--- config.mk ---
export PLATFORM = sky130hd
export DESIGN_NAME = gpio_controller_masked_irq
export DESIGN_NICKNAME = d
export VERILOG_FILES = /design/src/gmi_pkg.sv /design/src/gmi_core.sv /design/src/gpio_controller_masked_irq.sv
export SDC_FILE = /design/constraint.sdc
export NUM_CORES = 1
export LEC_CHECK = 0
export BUFFER_PORTS_ARGS = -buffer_cell sky130_fd_sc_hd__buf_2
export CAP_MARGIN = 0
export CELL_PAD_IN_SITES_DETAIL_PLACEMENT = 0
export CELL_PAD_IN_SITES_GLOBAL_PLACEMENT = 1
export CORE_MARGIN = 2
export CORE_UTILIZATION = 49
export DETAILED_ROUTE_END_ITERATION = 8
export HOLD_SLACK_MARGIN = 0.06
export PLACE_DENSITY = 0.89
export SYNTH_ARGS = -nofsm -noshare
export SYNTH_HDL_FRONTEND = slang
export SYNTH_SLANG_ARGS = --single-unit
--- constraint.sdc ---
create_clock -name aclk -period 7.94 [get_ports aclk]
set_clock_uncertainty 0.2 [all_clocks]
set_input_delay 1.588 -clock aclk [delete_from_list [all_inputs] [get_ports aclk]]
set_output_delay 1.588 -clock aclk [all_outputs]
set_load 0.1 [all_outputs]
--- src/gmi_pkg.sv ---
// Package: types, register map and constants shared by the GPIO controller files.
`default_nettype none

package gmi_pkg;

    localparam int unsigned PIN_COUNT = 8;
    localparam int unsigned DATA_W    = 8;
    localparam int unsigned ADDR_W    = 12;

    // Only the low PIN_COUNT pins exist; everything above reads as zero.
    localparam logic [DATA_W-1:0] PIN_MASK =
        DATA_W'((DATA_W+1)'(1) << PIN_COUNT) - DATA_W'(1);

    // Item kinds
    localparam logic [1:0] CMD_TICK  = 2'd0;
    localparam logic [1:0] CMD_READ  = 2'd1;
    localparam logic [1:0] CMD_WRITE = 2'd2;

    // Register map, byte offsets
    localparam logic [ADDR_W-1:0] OFF_DATA_END = 12'h3FC;
    localparam logic [ADDR_W-1:0] OFF_DIR      = 12'h400;
    localparam logic [ADDR_W-1:0] OFF_SENSE    = 12'h404;
    localparam logic [ADDR_W-1:0] OFF_BOTH     = 12'h408;
    localparam logic [ADDR_W-1:0] OFF_EVENT    = 12'h40C;
    localparam logic [ADDR_W-1:0] OFF_ENABLE   = 12'h410;
    localparam logic [ADDR_W-1:0] OFF_RAW      = 12'h414;
    localparam logic [ADDR_W-1:0] OFF_MASKED   = 12'h418;
    localparam logic [ADDR_W-1:0] OFF_CLEAR    = 12'h41C;
    localparam logic [ADDR_W-1:0] OFF_ALT      = 12'h420;
    localparam logic [ADDR_W-1:0] OFF_ID0      = 12'hFE0;
    localparam logic [ADDR_W-1:0] OFF_ID1      = 12'hFE4;

    localparam logic [DATA_W-1:0] ID_BYTE0 = 8'h61;
    localparam logic [DATA_W-1:0] ID_BYTE1 = 8'h10;

    typedef struct packed {
        logic [1:0]        command;
        logic [ADDR_W-1:0] address;
        logic [DATA_W-1:0] write_data;
        logic [DATA_W-1:0] pin_levels;
    } item_t;

    typedef struct packed {
        logic              interrupt;
        logic [DATA_W-1:0] masked_status;
        logic [DATA_W-1:0] alt_function;
        logic [DATA_W-1:0] pin_enable;
        logic [DATA_W-1:0] pin_drive;
        logic [DATA_W-1:0] read_data;
    } result_t;

endpackage

`default_nettype wire

--- src/gmi_core.sv ---
// Register file, bus decode and interrupt detection of the GPIO controller.
`default_nettype none

module gmi_core (
    input  wire logic            aclk,
    input  wire logic            aresetn,
    input  wire logic            en,
    input  wire gmi_pkg::item_t  item,
    output gmi_pkg::result_t     result
);

    logic [gmi_pkg::DATA_W-1:0] out_value_reg,   out_value_next;
    logic [gmi_pkg::DATA_W-1:0] direction_reg,   direction_next;
    logic [gmi_pkg::DATA_W-1:0] alt_select_reg,  alt_select_next;
    logic [gmi_pkg::DATA_W-1:0] sense_level_reg, sense_level_next;
    logic [gmi_pkg::DATA_W-1:0] both_edges_reg,  both_edges_next;
    logic [gmi_pkg::DATA_W-1:0] event_high_reg,  event_high_next;
    logic [gmi_pkg::DATA_W-1:0] irq_enable_reg,  irq_enable_next;
    logic [gmi_pkg::DATA_W-1:0] raw_status_reg,  raw_status_next;
    logic [gmi_pkg::DATA_W-1:0] prev_levels_reg;

    logic [gmi_pkg::ADDR_W-1:0] off;
    logic [gmi_pkg::DATA_W-1:0] wd, pins, sel, rd, clr;
    logic [gmi_pkg::DATA_W-1:0] rise, fall, edge_hit, level_hit, ms;
    logic                       in_data;

    assign off     = {item.address[gmi_pkg::ADDR_W-1:2], 2'b00};
    assign in_data = (off <= gmi_pkg::OFF_DATA_END);
    assign wd      = item.write_data & gmi_pkg::PIN_MASK;
    assign pins    = item.pin_levels & gmi_pkg::PIN_MASK;
    assign sel     = item.address[9:2] & gmi_pkg::PIN_MASK;

    // Bus access: reads see the state before this item
    always_comb begin
        rd               = '0;
        clr              = '0;
        out_value_next   = out_value_reg;
        direction_next   = direction_reg;
        alt_select_next  = alt_select_reg;
        sense_level_next = sense_level_reg;
        both_edges_next  = both_edges_reg;
        event_high_next  = event_high_reg;
        irq_enable_next  = irq_enable_reg;
        unique case (item.command)
            gmi_pkg::CMD_READ: begin
                if (in_data) begin
                    rd = ((pins & ~direction_reg) | (out_value_reg & direction_reg)) & sel;
                end else begin
                    unique case (off)
                        gmi_pkg::OFF_DIR:    rd = direction_reg;
                        gmi_pkg::OFF_SENSE:  rd = sense_level_reg;
                        gmi_pkg::OFF_BOTH:   rd = both_edges_reg;
                        gmi_pkg::OFF_EVENT:  rd = event_high_reg;
                        gmi_pkg::OFF_ENABLE: rd = irq_enable_reg;
                        gmi_pkg::OFF_RAW:    rd = raw_status_reg;
                        gmi_pkg::OFF_MASKED: rd = raw_status_reg & irq_enable_reg;
                        gmi_pkg::OFF_ALT:    rd = alt_select_reg;
                        gmi_pkg::OFF_ID0:    rd = gmi_pkg::ID_BYTE0;
                        gmi_pkg::OFF_ID1:    rd = gmi_pkg::ID_BYTE1;
                        default:             rd = '0;
                    endcase
                end
            end
            gmi_pkg::CMD_WRITE: begin
                if (in_data) begin
                    // only output pins picked by the address mask change
                    out_value_next = (out_value_reg & ~(sel & direction_reg))
                                   | (wd & sel & direction_reg);
                end else begin
                    unique case (off)
                        gmi_pkg::OFF_DIR:    direction_next   = wd;
                        gmi_pkg::OFF_SENSE:  sense_level_next = wd;
                        gmi_pkg::OFF_BOTH:   both_edges_next  = wd;
                        gmi_pkg::OFF_EVENT:  event_high_next  = wd;
                        gmi_pkg::OFF_ENABLE: irq_enable_next  = wd;
                        gmi_pkg::OFF_CLEAR:  clr              = wd;
                        gmi_pkg::OFF_ALT:    alt_select_next  = wd;
                        default:             clr              = '0;
                    endcase
                end
            end
            default: rd = '0;   // tick or unknown kind
        endcase
    end

    // Interrupt detection with the configuration after the access
    always_comb begin
        rise      = pins & ~prev_levels_reg;
        fall      = ~pins & prev_levels_reg;
        edge_hit  = ((both_edges_next & (rise | fall))
                  | (~both_edges_next & event_high_next & rise)
                  | (~both_edges_next & ~event_high_next & fall)) & ~sense_level_next;
        level_hit = sense_level_next & ~(pins ^ event_high_next);
        // clear first, so an edge in the same beat stays latched
        raw_status_next = ((((raw_status_reg & ~clr) | edge_hit) & ~sense_level_next)
                        | level_hit) & gmi_pkg::PIN_MASK;
        ms = raw_status_next & irq_enable_next & gmi_pkg::PIN_MASK;
    end

    always_comb begin
        result.read_data     = rd;
        result.pin_drive     = out_value_next;
        result.pin_enable    = direction_next & ~alt_select_next;
        result.alt_function  = alt_select_next;
        result.masked_status = ms;
        result.interrupt     = |ms;
    end

    always_ff @(posedge aclk) begin
        if (!aresetn) begin
            out_value_reg   <= '0;
            direction_reg   <= '0;
            alt_select_reg  <= '0;
            sense_level_reg <= '0;
            both_edges_reg  <= '0;
            event_high_reg  <= '0;
            irq_enable_reg  <= '0;
            raw_status_reg  <= '0;
            prev_levels_reg <= '0;
        end else if (en) begin
            out_value_reg   <= out_value_next;
            direction_reg   <= direction_next;
            alt_select_reg  <= alt_select_next;
            sense_level_reg <= sense_level_next;
            both_edges_reg  <= both_edges_next;
            event_high_reg  <= event_high_next;
            irq_enable_reg  <= irq_enable_next;
            raw_status_reg  <= raw_status_next;
            prev_levels_reg <= pins;
        end
    end

`ifndef ASSERT_OFF
    a_idle_holds: assert property (@(posedge aclk) disable iff (!aresetn)
        !en |=> ($stable(raw_status_reg) && $stable(prev_levels_reg)
                 && $stable(out_value_reg)))
        else $error("state moved without a beat");

    a_drive_only_data_write: assert property (@(posedge aclk) disable iff (!aresetn)
        (en && !(item.command == gmi_pkg::CMD_WRITE && in_data)) |=> $stable(out_value_reg))
        else $error("output value changed outside a data write");

    a_dir_only_dir_write: assert property (@(posedge aclk) disable iff (!aresetn)
        (en && !(item.command == gmi_pkg::CMD_WRITE && off == gmi_pkg::OFF_DIR))
        |=> $stable(direction_reg))
        else $error("direction changed outside its write");

    a_level_follows_pin: assert property (@(posedge aclk) disable iff (!aresetn)
        en |=> ((raw_status_reg & sense_level_reg) == $past(level_hit)))
        else $error("level status does not follow pin");
`endif

endmodule

`default_nettype wire

--- src/gpio_controller_masked_irq.sv ---
// Top level: stream wrapper with input and result registers around the GPIO core.
// Path: input register, then result register. Throughput: one beat per cycle while the
// result is not stalled; the core's per-pin logic settles between the two registers.
// A stalled result holds; a new beat is still taken while the input register can move on.
// Reset (aresetn low, synchronous): all GPIO registers, raw status and the previous
// pin sample clear to zero, so the first sample high after reset counts as a rising edge.
`default_nettype none

module gpio_controller_masked_irq (
    input  wire logic        aclk,
    input  wire logic        aresetn,
    // input channel
    input  wire logic        s_tvalid,
    output logic             s_tready,
    input  wire logic [31:0] s_tdata,   // address[11:0], write_data[19:12], pin_levels[27:20]
    input  wire logic [1:0]  s_tuser,   // command[1:0]
    // result channel
    output logic             m_tvalid,
    input  wire logic        m_tready,
    output logic [47:0]      m_tdata    // read_data[7:0], pin_drive[15:8], pin_enable[23:16],
                                        // alt_function[31:24], masked_status[39:32],
                                        // interrupt[40]
);

    logic             in_valid_reg;
    gmi_pkg::item_t   in_item_reg;
    logic             out_valid_reg;
    gmi_pkg::result_t out_result_reg;
    gmi_pkg::result_t core_result;
    logic             advance;

    // the held beat moves into the result register when that is free or draining
    assign advance  = in_valid_reg && (!out_valid_reg || m_tready);
    assign s_tready = !in_valid_reg || advance;

    always_ff @(posedge aclk) begin
        if (!aresetn) begin
            in_valid_reg <= 1'b0;
        end else if (s_tready) begin
            in_valid_reg <= s_tvalid;
        end
    end

    always_ff @(posedge aclk) begin
        if (s_tvalid && s_tready) begin
            in_item_reg.command    <= s_tuser;
            in_item_reg.address    <= s_tdata[11:0];
            in_item_reg.write_data <= s_tdata[19:12];
            in_item_reg.pin_levels <= s_tdata[27:20];
        end
    end

    // state updates exactly once per beat, when it passes to the result register
    gmi_core u_core (
        .aclk    (aclk),
        .aresetn (aresetn),
        .en      (advance),
        .item    (in_item_reg),
        .result  (core_result)
    );

    always_ff @(posedge aclk) begin
        if (!aresetn) begin
            out_valid_reg <= 1'b0;
        end else if (advance) begin
            out_valid_reg <= 1'b1;
        end else if (m_tready) begin
            out_valid_reg <= 1'b0;
        end
    end

    always_ff @(posedge aclk) begin
        if (advance) begin
            out_result_reg <= core_result;
        end
    end

    assign m_tvalid = out_valid_reg;
    assign m_tdata  = {7'd0, out_result_reg};

endmodule

`default_nettype wire
==> run metrics, run 1 <==
instance count on the critical path=8; layout cells sized above 1=0.1723; static leakage power=3.105 nW; die area=16340 um2; Final min period=4333 ps; biggest cell delay along the critical path=960 ps; Worst Path Buf+Inv=0; most common cell after layout, fill and taps aside=nand2_1; total track usage=0.2481; initial antenna violation count=0; largest net degree at the start of global routing=75; Die Width=127.8 um; status=finished, final reports clean; PortBufs=74; crit path max fanout=19; Syn Inst Count=788; async set or reset register ratio after synthesis=0; initial core utilization=0.4980; unrepaired setup endpoints after global routing=false; Final ANT Viol Nets=0; DRC viols=0; leading cell types in the layout, fill and taps excluded=143 x nand2_1, 85 x nor2_1, 74 x dfxtp_1, 74 x buf_2, 69 x edfxtp_1; pwr dens=214.9 nW/um2; clock-pin transition on the worst setup and hold timing paths=60 ps; max-cap viol count=0; highest clock rate=230.8 MHz; period utilisation layout=0.5457; final setup violation count=0; Iteration-0 DRC Markers=618; worst-skew pair later-pin latency=430 ps; dpl hpwl=13570 um; WP data required=7910 ps; ordered list of cells on the worst path=nand2_1 > nor3_2 > a22o_1 > nand3_1 > a211oi_1 > a211o_1 > o2111ai_1 > or4_1; worst-margin pin slew=1242 ps; CTS tree=yes; max reg flops=41; Reg2Reg Depth=8; data arrival time of the worst path=4300 ps; # Post-CTS Setup Buffers=0; setup TNS=0 ps; Placeable Area=15090 um2; fin util=0.5686; synthesized flop and latch total=143; critical path's slowest cell=edfxtp_1; Fillers=1352; # H-tree levels=4; Main synth FF type=dfxtp_1; CTS Buf Count=17; grt total ovfl=0; Critical R2R Launch=in_item_reg[18]; CP Launch Point=in_item_reg[18]; Peak VDD IR=0.1673 mV; Syn. warnings=0; row count=45; CTS max path bufs=2; ANT cells=0; Worst slew margin=0.1720; vias=6045; Hold-fix buffers, CTS=0; Critical Path Sink=m_tdata[40]; 1st-pass router iterations=5; vias in the first global route=5707; Top Ports=88; clock root cell=clkbuf_16; Crit. End Element=flop; mean routed wirelength per cell=18.94 um; reg-to-reg endpoint=m_tdata[40]; Hold Path Class=flop to flop; GPL Wtd Cong=0.8637; CTS sink cnt=143; synth unique cells=58; Post-Syn Area per Cell=9.536 um2; register area share after synthesis=0.4729; Post-synth EDFFs=69; synthesized area=7515 um2; # nets final=900; chip height=127.8 um; Worst R2R Setup Slack=3610 ps; first-pass GRT wire length=30950 um; Critical Path Start Type=flop; post-cts sizing count=0; post-DR vias/cell=5.774; Setup CP Type=flop to flop; routed wire length=19830 um; Max Transition Viols Final=0; Crit path max-delay family=simple AND/OR/NAND/NOR gates; final hold vios=0; Layout area overhead=14.17%
[stage by stage]
step           total power [mW]  worst slack (ps)  cell area (um2)  cells  hold slack, ps
3_3_place_gp              1.038              3800             7978   1015           265.9
5_1_grt                   1.905              3468             8579   1047           302.6
4_1_cts                   1.855              3721             8579   1047           290.3
3_5_place_dp              1.044              3733             7978   1015           281.2
6_report                  1.844              3607             8579   1047           285.3
2_1_floorplan            0.9985              3804             7537    794           247.6
[area by class of cell]
class	instances	area [um2]	area share
Clock buffer	21	461.7	0.05381
Clock inverter	11	140.1	0.01633
Inverter	22	82.58	0.009625
Multi-Input combinational cell	582	3691	0.4302
Sequential cell	143	3553	0.4142
Tap cell	188	235.2	0.02742
Timing Repair Buffer	80	415.4	0.04842
[worst reg2reg max path: cells and delay by family, from the launching register on]
kind	cells	cell delay (ps)
simple gates	4	1950
compound gates	4	960
flops	1	960
[per-layer routing]
metal / routed length (um) / vias to the layer above / GRT usage / share of wire
li1: - / 2896 / - / -
met1: 8628 / 2858 / 0.3278 / 0.44
met2: 9370 / 257 / 0.3982 / 0.47
met3: 1377 / 34 / 0.06010 / 0.069
met4: 456 / 0 / 0.09050 / 0.023
met5: 0 / - / 0 / 0
[report_power, final]
group,internal (mW),leakage (nW),switching (mW)
Clock,0.510,0.296,0.304
Sequential,0.803,1.26,0.0301
Combinational,0.0451,1.55,0.152
Total,1.36,3.10,0.486
[cell usage after synthesis (2+ instances only)]
library cell | number | area share
nand4_1 | 6 | 0.0050
o21ai_0 | 17 | 0.011
o21ai_1 | 4 | 0.0027
and4_1 | 2 | 0.0023
a221oi_1 | 3 | 0.0035
a22oi_1 | 7 | 0.0070
o32ai_1 | 3 | 0.0035
dfxtp_1 | 74 | 0.20
clkbuf_1 | 28 | 0.014
xnor2_1 | 8 | 0.0093
nand3_1 | 19 | 0.013
inv_1 | 22 | 0.011
nor2b_1 | 9 | 0.0075
edfxtp_1 | 69 | 0.28
o32a_1 | 2 | 0.0027
mux4_2 | 7 | 0.021
nand2_1 | 143 | 0.071
a21boi_0 | 51 | 0.051
or4_1 | 2 | 0.0020
ha_1 | 16 | 0.027
nor3b_1 | 17 | 0.017
a31oi_1 | 10 | 0.0083
a22o_1 | 3 | 0.0035
a211oi_1 | 10 | 0.010
buf_2 | 6 | 0.0040
nand2b_1 | 25 | 0.021
a21oi_1 | 23 | 0.015
and2_1 | 9 | 0.0075
mux2i_1 | 32 | 0.043
nor4_1 | 2 | 0.0017
a32oi_1 | 9 | 0.010
buf_4 | 8 | 0.0080
o22ai_1 | 2 | 0.0017
nor2_1 | 85 | 0.042
buf_1 | 4 | 0.0020
mux2_2 | 16 | 0.024
or2_2 | 2 | 0.0017
a211o_1 | 3 | 0.0035
nor3_1 | 9 | 0.0060
nand4b_1 | 3 | 0.0035
[logic make-up after synthesis]
| kind of cell | synth area share |
|---|---|
| XOR/XNOR | 0.009324 |
| adder cells (fa/ha/maj) | 0.02664 |
| flip-flops | 0.4729 |
| multiplexers | 0.08758 |
| AND/OR/NAND/NOR | 0.2224 |
| AO/OA/AOI/OAI | 0.1402 |
| buffers and inverters | 0.04046 |
| other | 0.0004990 |
[worst min path at each step]
stage	startpoint	end	slack [ps]	cells past startpoint
global placement	u_core.sense_level_reg[5]	u_core.sense_level_reg[5]	270	2
CTS	u_core.both_edges_reg[7]	u_core.both_edges_reg[7]	290	2
floorplan	u_core.both_edges_reg[2]	u_core.both_edges_reg[2]	250	2
global route	u_core.both_edges_reg[7]	u_core.both_edges_reg[7]	300	2
detailed placement	u_core.sense_level_reg[2]	u_core.sense_level_reg[2]	280	2
finish	u_core.prev_levels_reg[1]	u_core.prev_levels_reg[1]	290	2
Power figures use the tool's default switching activity.
==> run 2: changes to the inputs <==
--- a/config.mk
+++ b/config.mk
@@ -10,10 +10,10 @@
 export CELL_PAD_IN_SITES_DETAIL_PLACEMENT = 0
 export CELL_PAD_IN_SITES_GLOBAL_PLACEMENT = 1
 export CORE_MARGIN = 2
-export CORE_UTILIZATION = 49
+export CORE_UTILIZATION = 45
 export DETAILED_ROUTE_END_ITERATION = 8
 export HOLD_SLACK_MARGIN = 0.06
-export PLACE_DENSITY = 0.89
+export PLACE_DENSITY = 0.83
 export SYNTH_ARGS = -nofsm -noshare
 export SYNTH_HDL_FRONTEND = slang
 export SYNTH_SLANG_ARGS = --single-unit
==> constraint.sdc (replaced) <==
create_clock -name aclk -period 4.25 [get_ports aclk]
set_clock_uncertainty 0.2 [all_clocks]
set_input_delay 0.85 -clock aclk [delete_from_list [all_inputs] [get_ports aclk]]
set_output_delay 0.85 -clock aclk [all_outputs]
set_load 0.1 [all_outputs]
==> run 2 against run 1 <==
Count of clock-buffer cells in the layout is 1 lower; flip-flop and latch count stayed put; first-iteration DRC count is 14% lower; hold slack hardly changed; non-clock buffer count is 19 higher; die area is 8.6% higher; clock power is 73% higher; routed wire length is 0.42% higher; final cell count is 4.9% higher; setup slack worse by 3000 ps; global-route usage is 1.3 points lower; critical path type unchanged; largest power group unchanged.
==> run metrics, run 2 (synthesis results as in run 1) <==
# H-tree levels=4 (unchanged); Hold Path Class=flop to flop; Final Cell Area=8705 um2 (+1.5%); first-pass GRT wire length=31800 um (+2.7%); CTS sink cnt=143 (unchanged); vias in the first global route=5598 (-1.9%); crit path max fanout=10 (-9); minimum hold slack=285.5 ps (+0.2290 ps); CTS tree=yes; clock-pin transition on the worst setup and hold timing paths=60 ps (about the same); # nets final=919 (+2.1%); 1st-pass router iterations=5 (unchanged); WL met1=9156 um (+6.1%); Critical Path Start Type=flop; Max Transition Viols Final=0 (unchanged); die area=17750 um2 (+8.6%); Die Width=133.2 um (+4.2%); largest net degree at the start of global routing=52 (-31%); Peak VDD IR=0.2961 mV (+77%); WP data required=4220 ps (-3690 ps); Logic pwr share=0.112 (+0.005); vias=5993 (-0.86%); most common cell after layout, fill and taps aside=nand2_1; Reg2Reg Depth=8 (unchanged); Final ANT Viol Nets=0 (unchanged); grt total ovfl=0 (unchanged); initial antenna violation count=0 (unchanged); setup TNS=0 ps (unchanged); switching part of the total power=0.2819 (+0.01834); GPL Wtd Cong=0.9550 (+11%); Crit. End Element=flop; biggest cell delay along the critical path=560 ps (-400 ps); mean routed wirelength per cell=18.14 um (-4.2%); P_sw=0.9400 mW (+93%); ordered list of cells on the worst path=nor4b_2 > nand4_4 > nor2_1 > mux2i_1 > mux2i_1 > o32ai_1 > o22ai_1 > or4_1; # Post-CTS Setup Buffers=0 (unchanged); CTS max path bufs=2 (unchanged); period utilisation layout=0.8606 (+0.3149); worst-margin pin slew=979.6 ps (-262.4 ps); sequential share of power=0.466 (+0.014); clock root cell=clkbuf_16; row count=47 (+4.4%); Worst Path Buf+Inv=0 (unchanged); Pwr Total=3.334 mW (+81%); Placeable Area=16470 um2 (+9.1%); Met3 Routed Length=1300 um (-5.6%); post-DR vias/cell=5.458 (-5.5%); post-route worst setup slack=592.5 ps (-3015 ps); critical path's slowest cell=nor4b_2; chip height=133.2 um (+4.2%); static leakage power=3.155 nW (+1.6%); DRC viols=0 (unchanged); max-cap viol count=0 (unchanged); Worst slew margin=0.3419 (+0.1699); Internal=2.394 mW (+76%); Layout area overhead=15.83%; Final min period=3657 ps (-675.4 ps); Hold Path Depth=2 (unchanged); Cell Count Post-Placement=1066 (+5.0%); Clk pwr share=0.422 (-0.020); fin util=0.5286 (-0.03993); routed wire length=19920 um (+0.42%); top sig layer=met4; Hold-fix buffers, CTS=0 (unchanged); worst-skew pair later-pin latency=430 ps (about the same); crit-path most repeated cell=mux2i_1; post-cts sizing count=0 (unchanged); unrepaired setup endpoints after global routing=false; CTS Buf Count=17 (unchanged); ANT cells=0 (unchanged); Setup CP Type=flop to flop; max reg flops=41 (unchanged); DR WL met2=9070 um (-3.2%); Place WS=669.6 ps (-3063 ps); status=finished, final reports clean; dpl hpwl=14000 um (+3.1%); Iteration-0 DRC Markers=531 (-14%); pwr dens=383.0 nW/um2 (+78%); initial core utilization=0.4564 (-0.04163); fin cells=1098 (+4.9%); final hold vios=0 (unchanged); leading cell types in the layout, fill and taps excluded=143 x nand2_1, 85 x nor2_1, 74 x dfxtp_1, 74 x buf_2, 69 x edfxtp_1; data arrival time of the worst path=3630 ps (-670 ps); Crit path max-delay family=simple AND/OR/NAND/NOR gates; Top Ports=88 (unchanged); highest clock rate=273.4 MHz (+18%); PortBufs=74 (unchanged); instance count on the critical path=8 (unchanged); total track usage=0.2350 (-0.01314); final setup violation count=0 (unchanged); Placement Cell Area=8155 um2 (+2.2%); layout cells sized above 1=0.1891 (+0.01677)
-- run 2: cell types whose count changed in the layout (fill, tap and decap cells not counted), moves of 2 or more --
cell / change
clkinvlp_4: +4
buf_4: +19
inv_6: +2
bufinv_16: -2
clkinv_2: -3
-- run 2: final timing paths --
path,slack (ps),start,endpoint
worst max-delay path,590,in_item_reg[20],m_tdata[40]
worst min-delay path,290,u_core.both_edges_reg[2],u_core.both_edges_reg[2]
worst max register to register,590,in_item_reg[20],m_tdata[40]
worst min register to register,290,u_core.both_edges_reg[2],u_core.both_edges_reg[2]
-- run 2: worst min-delay path: stages (launching register included) --
cell,delay (ps)
dfxtp_1,320
nand2_1,50
a21boi_0,60
-- run 2: per-layer routing --
layer  track usage  up-vias
met2        0.3601      209
met1        0.3355     2823
met5             0        -
li1              -     2937
met3       0.03767       24
met4       0.09102        0
-- run 2: power by group through the flow --
stage                     Combinational (mW)  Clock [mW]  Sequential [mW]
after floorplan                        0.172           0             1.69
after global placement                 0.370           0             1.58
after detailed placement               0.373           0             1.58
after CTS                              0.374        1.43             1.55
after global routing                   0.398        1.50             1.56
final                                  0.374        1.41             1.55
-- run 2: cell type report --
type	instances	area, um2
Clock inverter	12	112.6
Inverter	22	82.58
Timing Repair Buffer	99	558.0
Sequential cell	143	3553
Tap cell	220	275.3
Multi-Input combinational cell	582	3686
Fill cell	1523	7761
Clock buffer	20	436.7
==> run 3: changes to the inputs <==
--- a/config.mk
+++ b/config.mk
@@ -13,7 +13,7 @@
 export CORE_UTILIZATION = 45
 export DETAILED_ROUTE_END_ITERATION = 8
 export HOLD_SLACK_MARGIN = 0.06
-export PLACE_DENSITY = 0.83
+export PLACE_DENSITY = 0.77
 export SYNTH_ARGS = -nofsm -noshare
 export SYNTH_HDL_FRONTEND = slang
 export SYNTH_SLANG_ARGS = --single-unit
==> constraint.sdc (replaced) <==
create_clock -name aclk -period 3.5 [get_ports aclk]
set_clock_uncertainty 0.2 [all_clocks]
set_input_delay 0.7 -clock aclk [delete_from_list [all_inputs] [get_ports aclk]]
set_output_delay 0.7 -clock aclk [all_outputs]
set_load 0.1 [all_outputs]
==> run 3 against run 2 <==
Via count rose by 2.9%; maximum frequency is 8.9% higher; combinational power rose by 26%; highest routed layer unchanged; register-to-register slack worse by 450 ps; setup slack got worse by 450 ps; core utilization rose by 1.3 points; sequential power up 21%; global-route usage up 0.58 points; hold slack got worse by 39 ps.
==> run metrics, run 3 (synthesis results as in run 1) <==
status=finished, final reports clean; grt total ovfl=0 (unchanged); Crit path max-delay family=simple AND/OR/NAND/NOR gates; # H-tree levels=4 (unchanged); Setup CP Type=flop to flop; Worst slew margin=0.4722 (+0.1303); first-pass GRT wire length=32980 um (+3.7%); die area=17750 um2 (unchanged); DRC viols=0 (unchanged); Top Ports=88 (unchanged); Layout area overhead=18.75%; max-cap viol count=0 (unchanged); mean routed wirelength per cell=18.49 um (+1.9%); Hold Path Class=input port to flop; Placement Cell Area=8290 um2 (+1.7%); Peak VDD IR=0.3573 mV (+21%); largest net degree at the start of global routing=44 (-15%); Placeable Area=16470 um2 (unchanged); Final ANT Viol Nets=0 (unchanged); Max Transition Viols Final=0 (unchanged); leading cell types in the layout, fill and taps excluded=143 x nand2_1, 85 x nor2_1, 74 x dfxtp_1, 74 x buf_2, 69 x edfxtp_1; dpl hpwl=15050 um (+7.5%); row count=47 (unchanged); most common cell after layout, fill and taps aside=nand2_1; CTS sink cnt=143 (unchanged); PortBufs=74 (unchanged); CTS max path bufs=2 (unchanged); unrepaired setup endpoints after global routing=false; vias in the first global route=5973 (+6.7%); FF/Latch Area=3553 um2 (unchanged); Final Cell Area=8924 um2 (+2.5%); minimum hold slack=246.0 ps (-39.45 ps); Final min period=3360 ps (-297.8 ps); Hold Path Depth=1 (-1); Worst Path Buf+Inv=1 (+1); WP data required=3460 ps (-760 ps); Crit. End Element=flop; setup TNS=0 ps (unchanged); # nets final=939 (+2.2%); highest clock rate=297.6 MHz (+8.9%); Hold-fix buffers, CTS=0 (unchanged); max reg flops=41 (unchanged); initial antenna violation count=0 (unchanged); pwr dens=475.1 nW/um2 (+24%); initial core utilization=0.4564 (unchanged); layout cells sized above 1=0.2049 (+0.01583); total track usage=0.2407 (+0.005780); Fillers=1524 (+0.066%); static leakage power=3.303 nW (+4.7%); Critical Path Start Type=flop; crit path max fanout=8 (-2); final setup violation count=0 (unchanged); Multi-input gate area=3686 um2 (unchanged); post-route worst setup slack=140.3 ps (-452.2 ps); Die Width=133.2 um (unchanged); chip height=133.2 um (unchanged); final hold vios=0 (unchanged); data arrival time of the worst path=3320 ps (-310 ps); routed wire length=20670 um (+3.8%); ordered list of cells on the worst path=nor4_4 > buf_4 > and4_1 > nand3_1 > and2_1 > a211oi_1 > a211o_1 > o2111ai_1 > or4_1; ANT cells=0 (unchanged); clock root cell=clkbuf_16; CTS tree=yes; worst-skew pair later-pin latency=430 ps (about the same); CTS Buf Count=17 (unchanged); GPL Wtd Cong=0.9191 (-3.8%); instance count on the critical path=9 (+1); 1st-pass router iterations=5 (unchanged); post-DR vias/cell=5.514 (+1.0%); Iteration-0 DRC Markers=521 (-1.9%); Reg2Reg Depth=9 (+1); biggest cell delay along the critical path=500 ps (-60 ps); clock-pin transition on the worst setup and hold timing paths=60 ps (about the same); worst-margin pin slew=788.8 ps (-190.8 ps); period utilisation layout=0.9599 (+0.09933); vias=6165 (+2.9%); Place WS=132.2 ps (-537.4 ps); critical path's slowest cell=edfxtp_1
## run 3: cell count changes in the layout (fill, tap and decap cells not counted)
cell,previous run,this run
bufinv_16,1,4
buf_4,25,44
clkinv_2,2,3
buf_12,0,1
clkinvlp_4,5,0
clkinv_1,0,2
inv_6,2,1
## run 3: repair_timing
action,4_1_cts,5_1_grt
setup buffers,0,2
hold endpoints to repair,0,0
resized for setup,0,0
endpoints found under the setup margin,0,1
## run 3: cell type report
class,count,share of cell area
Multi-Input combinational cell,582,0.4131
Sequential cell,143,0.3982
Timing Repair Buffer,119,0.08076
Clock buffer,20,0.04893
Tap cell,220,0.03085
Clock inverter,12,0.01893
Inverter,22,0.009254
## run 3: final timing paths
kind | slack, ps | from | to
max | 140 | in_item_reg[24] | m_tdata[40]
min | 250 | s_tdata[21] | in_item_reg[1]
max reg2reg | 140 | in_item_reg[24] | m_tdata[40]
min reg2reg | 280 | u_core.sense_level_reg[4] | u_core.sense_level_reg[4]
## run 3: stage by stage
step	power (mW)	std cells	util
after floorplan	2.265	794	-
after global placement	2.374	1084	0.5035
after detailed placement	2.383	1084	0.5035
after CTS	4.260	1116	0.5403
after global routing	4.362	1118	0.5419
final	4.239	1118	0.5419
## run 3: routing by layer
layer  global-route usage  part of all wire  vias up  wire, um
met5                    0                 0        -         0
met4               0.1082             0.033        0       684
met3              0.04300             0.049       42      1019
met2               0.3834              0.46      181      9589
met1               0.3224              0.45     2965      9376
li1                     -                 -     2977         -
## run 3: power breakdown
part / switching (mW) / total [mW] / leakage (nW) / internal (mW)
clock network: 0.699 / 1.89 / 0.297 / 1.19
logic: 0.356 / 0.472 / 1.75 / 0.116
registers: 0.0605 / 1.88 / 1.26 / 1.82
total: 1.12 / 4.24 / 3.30 / 3.12
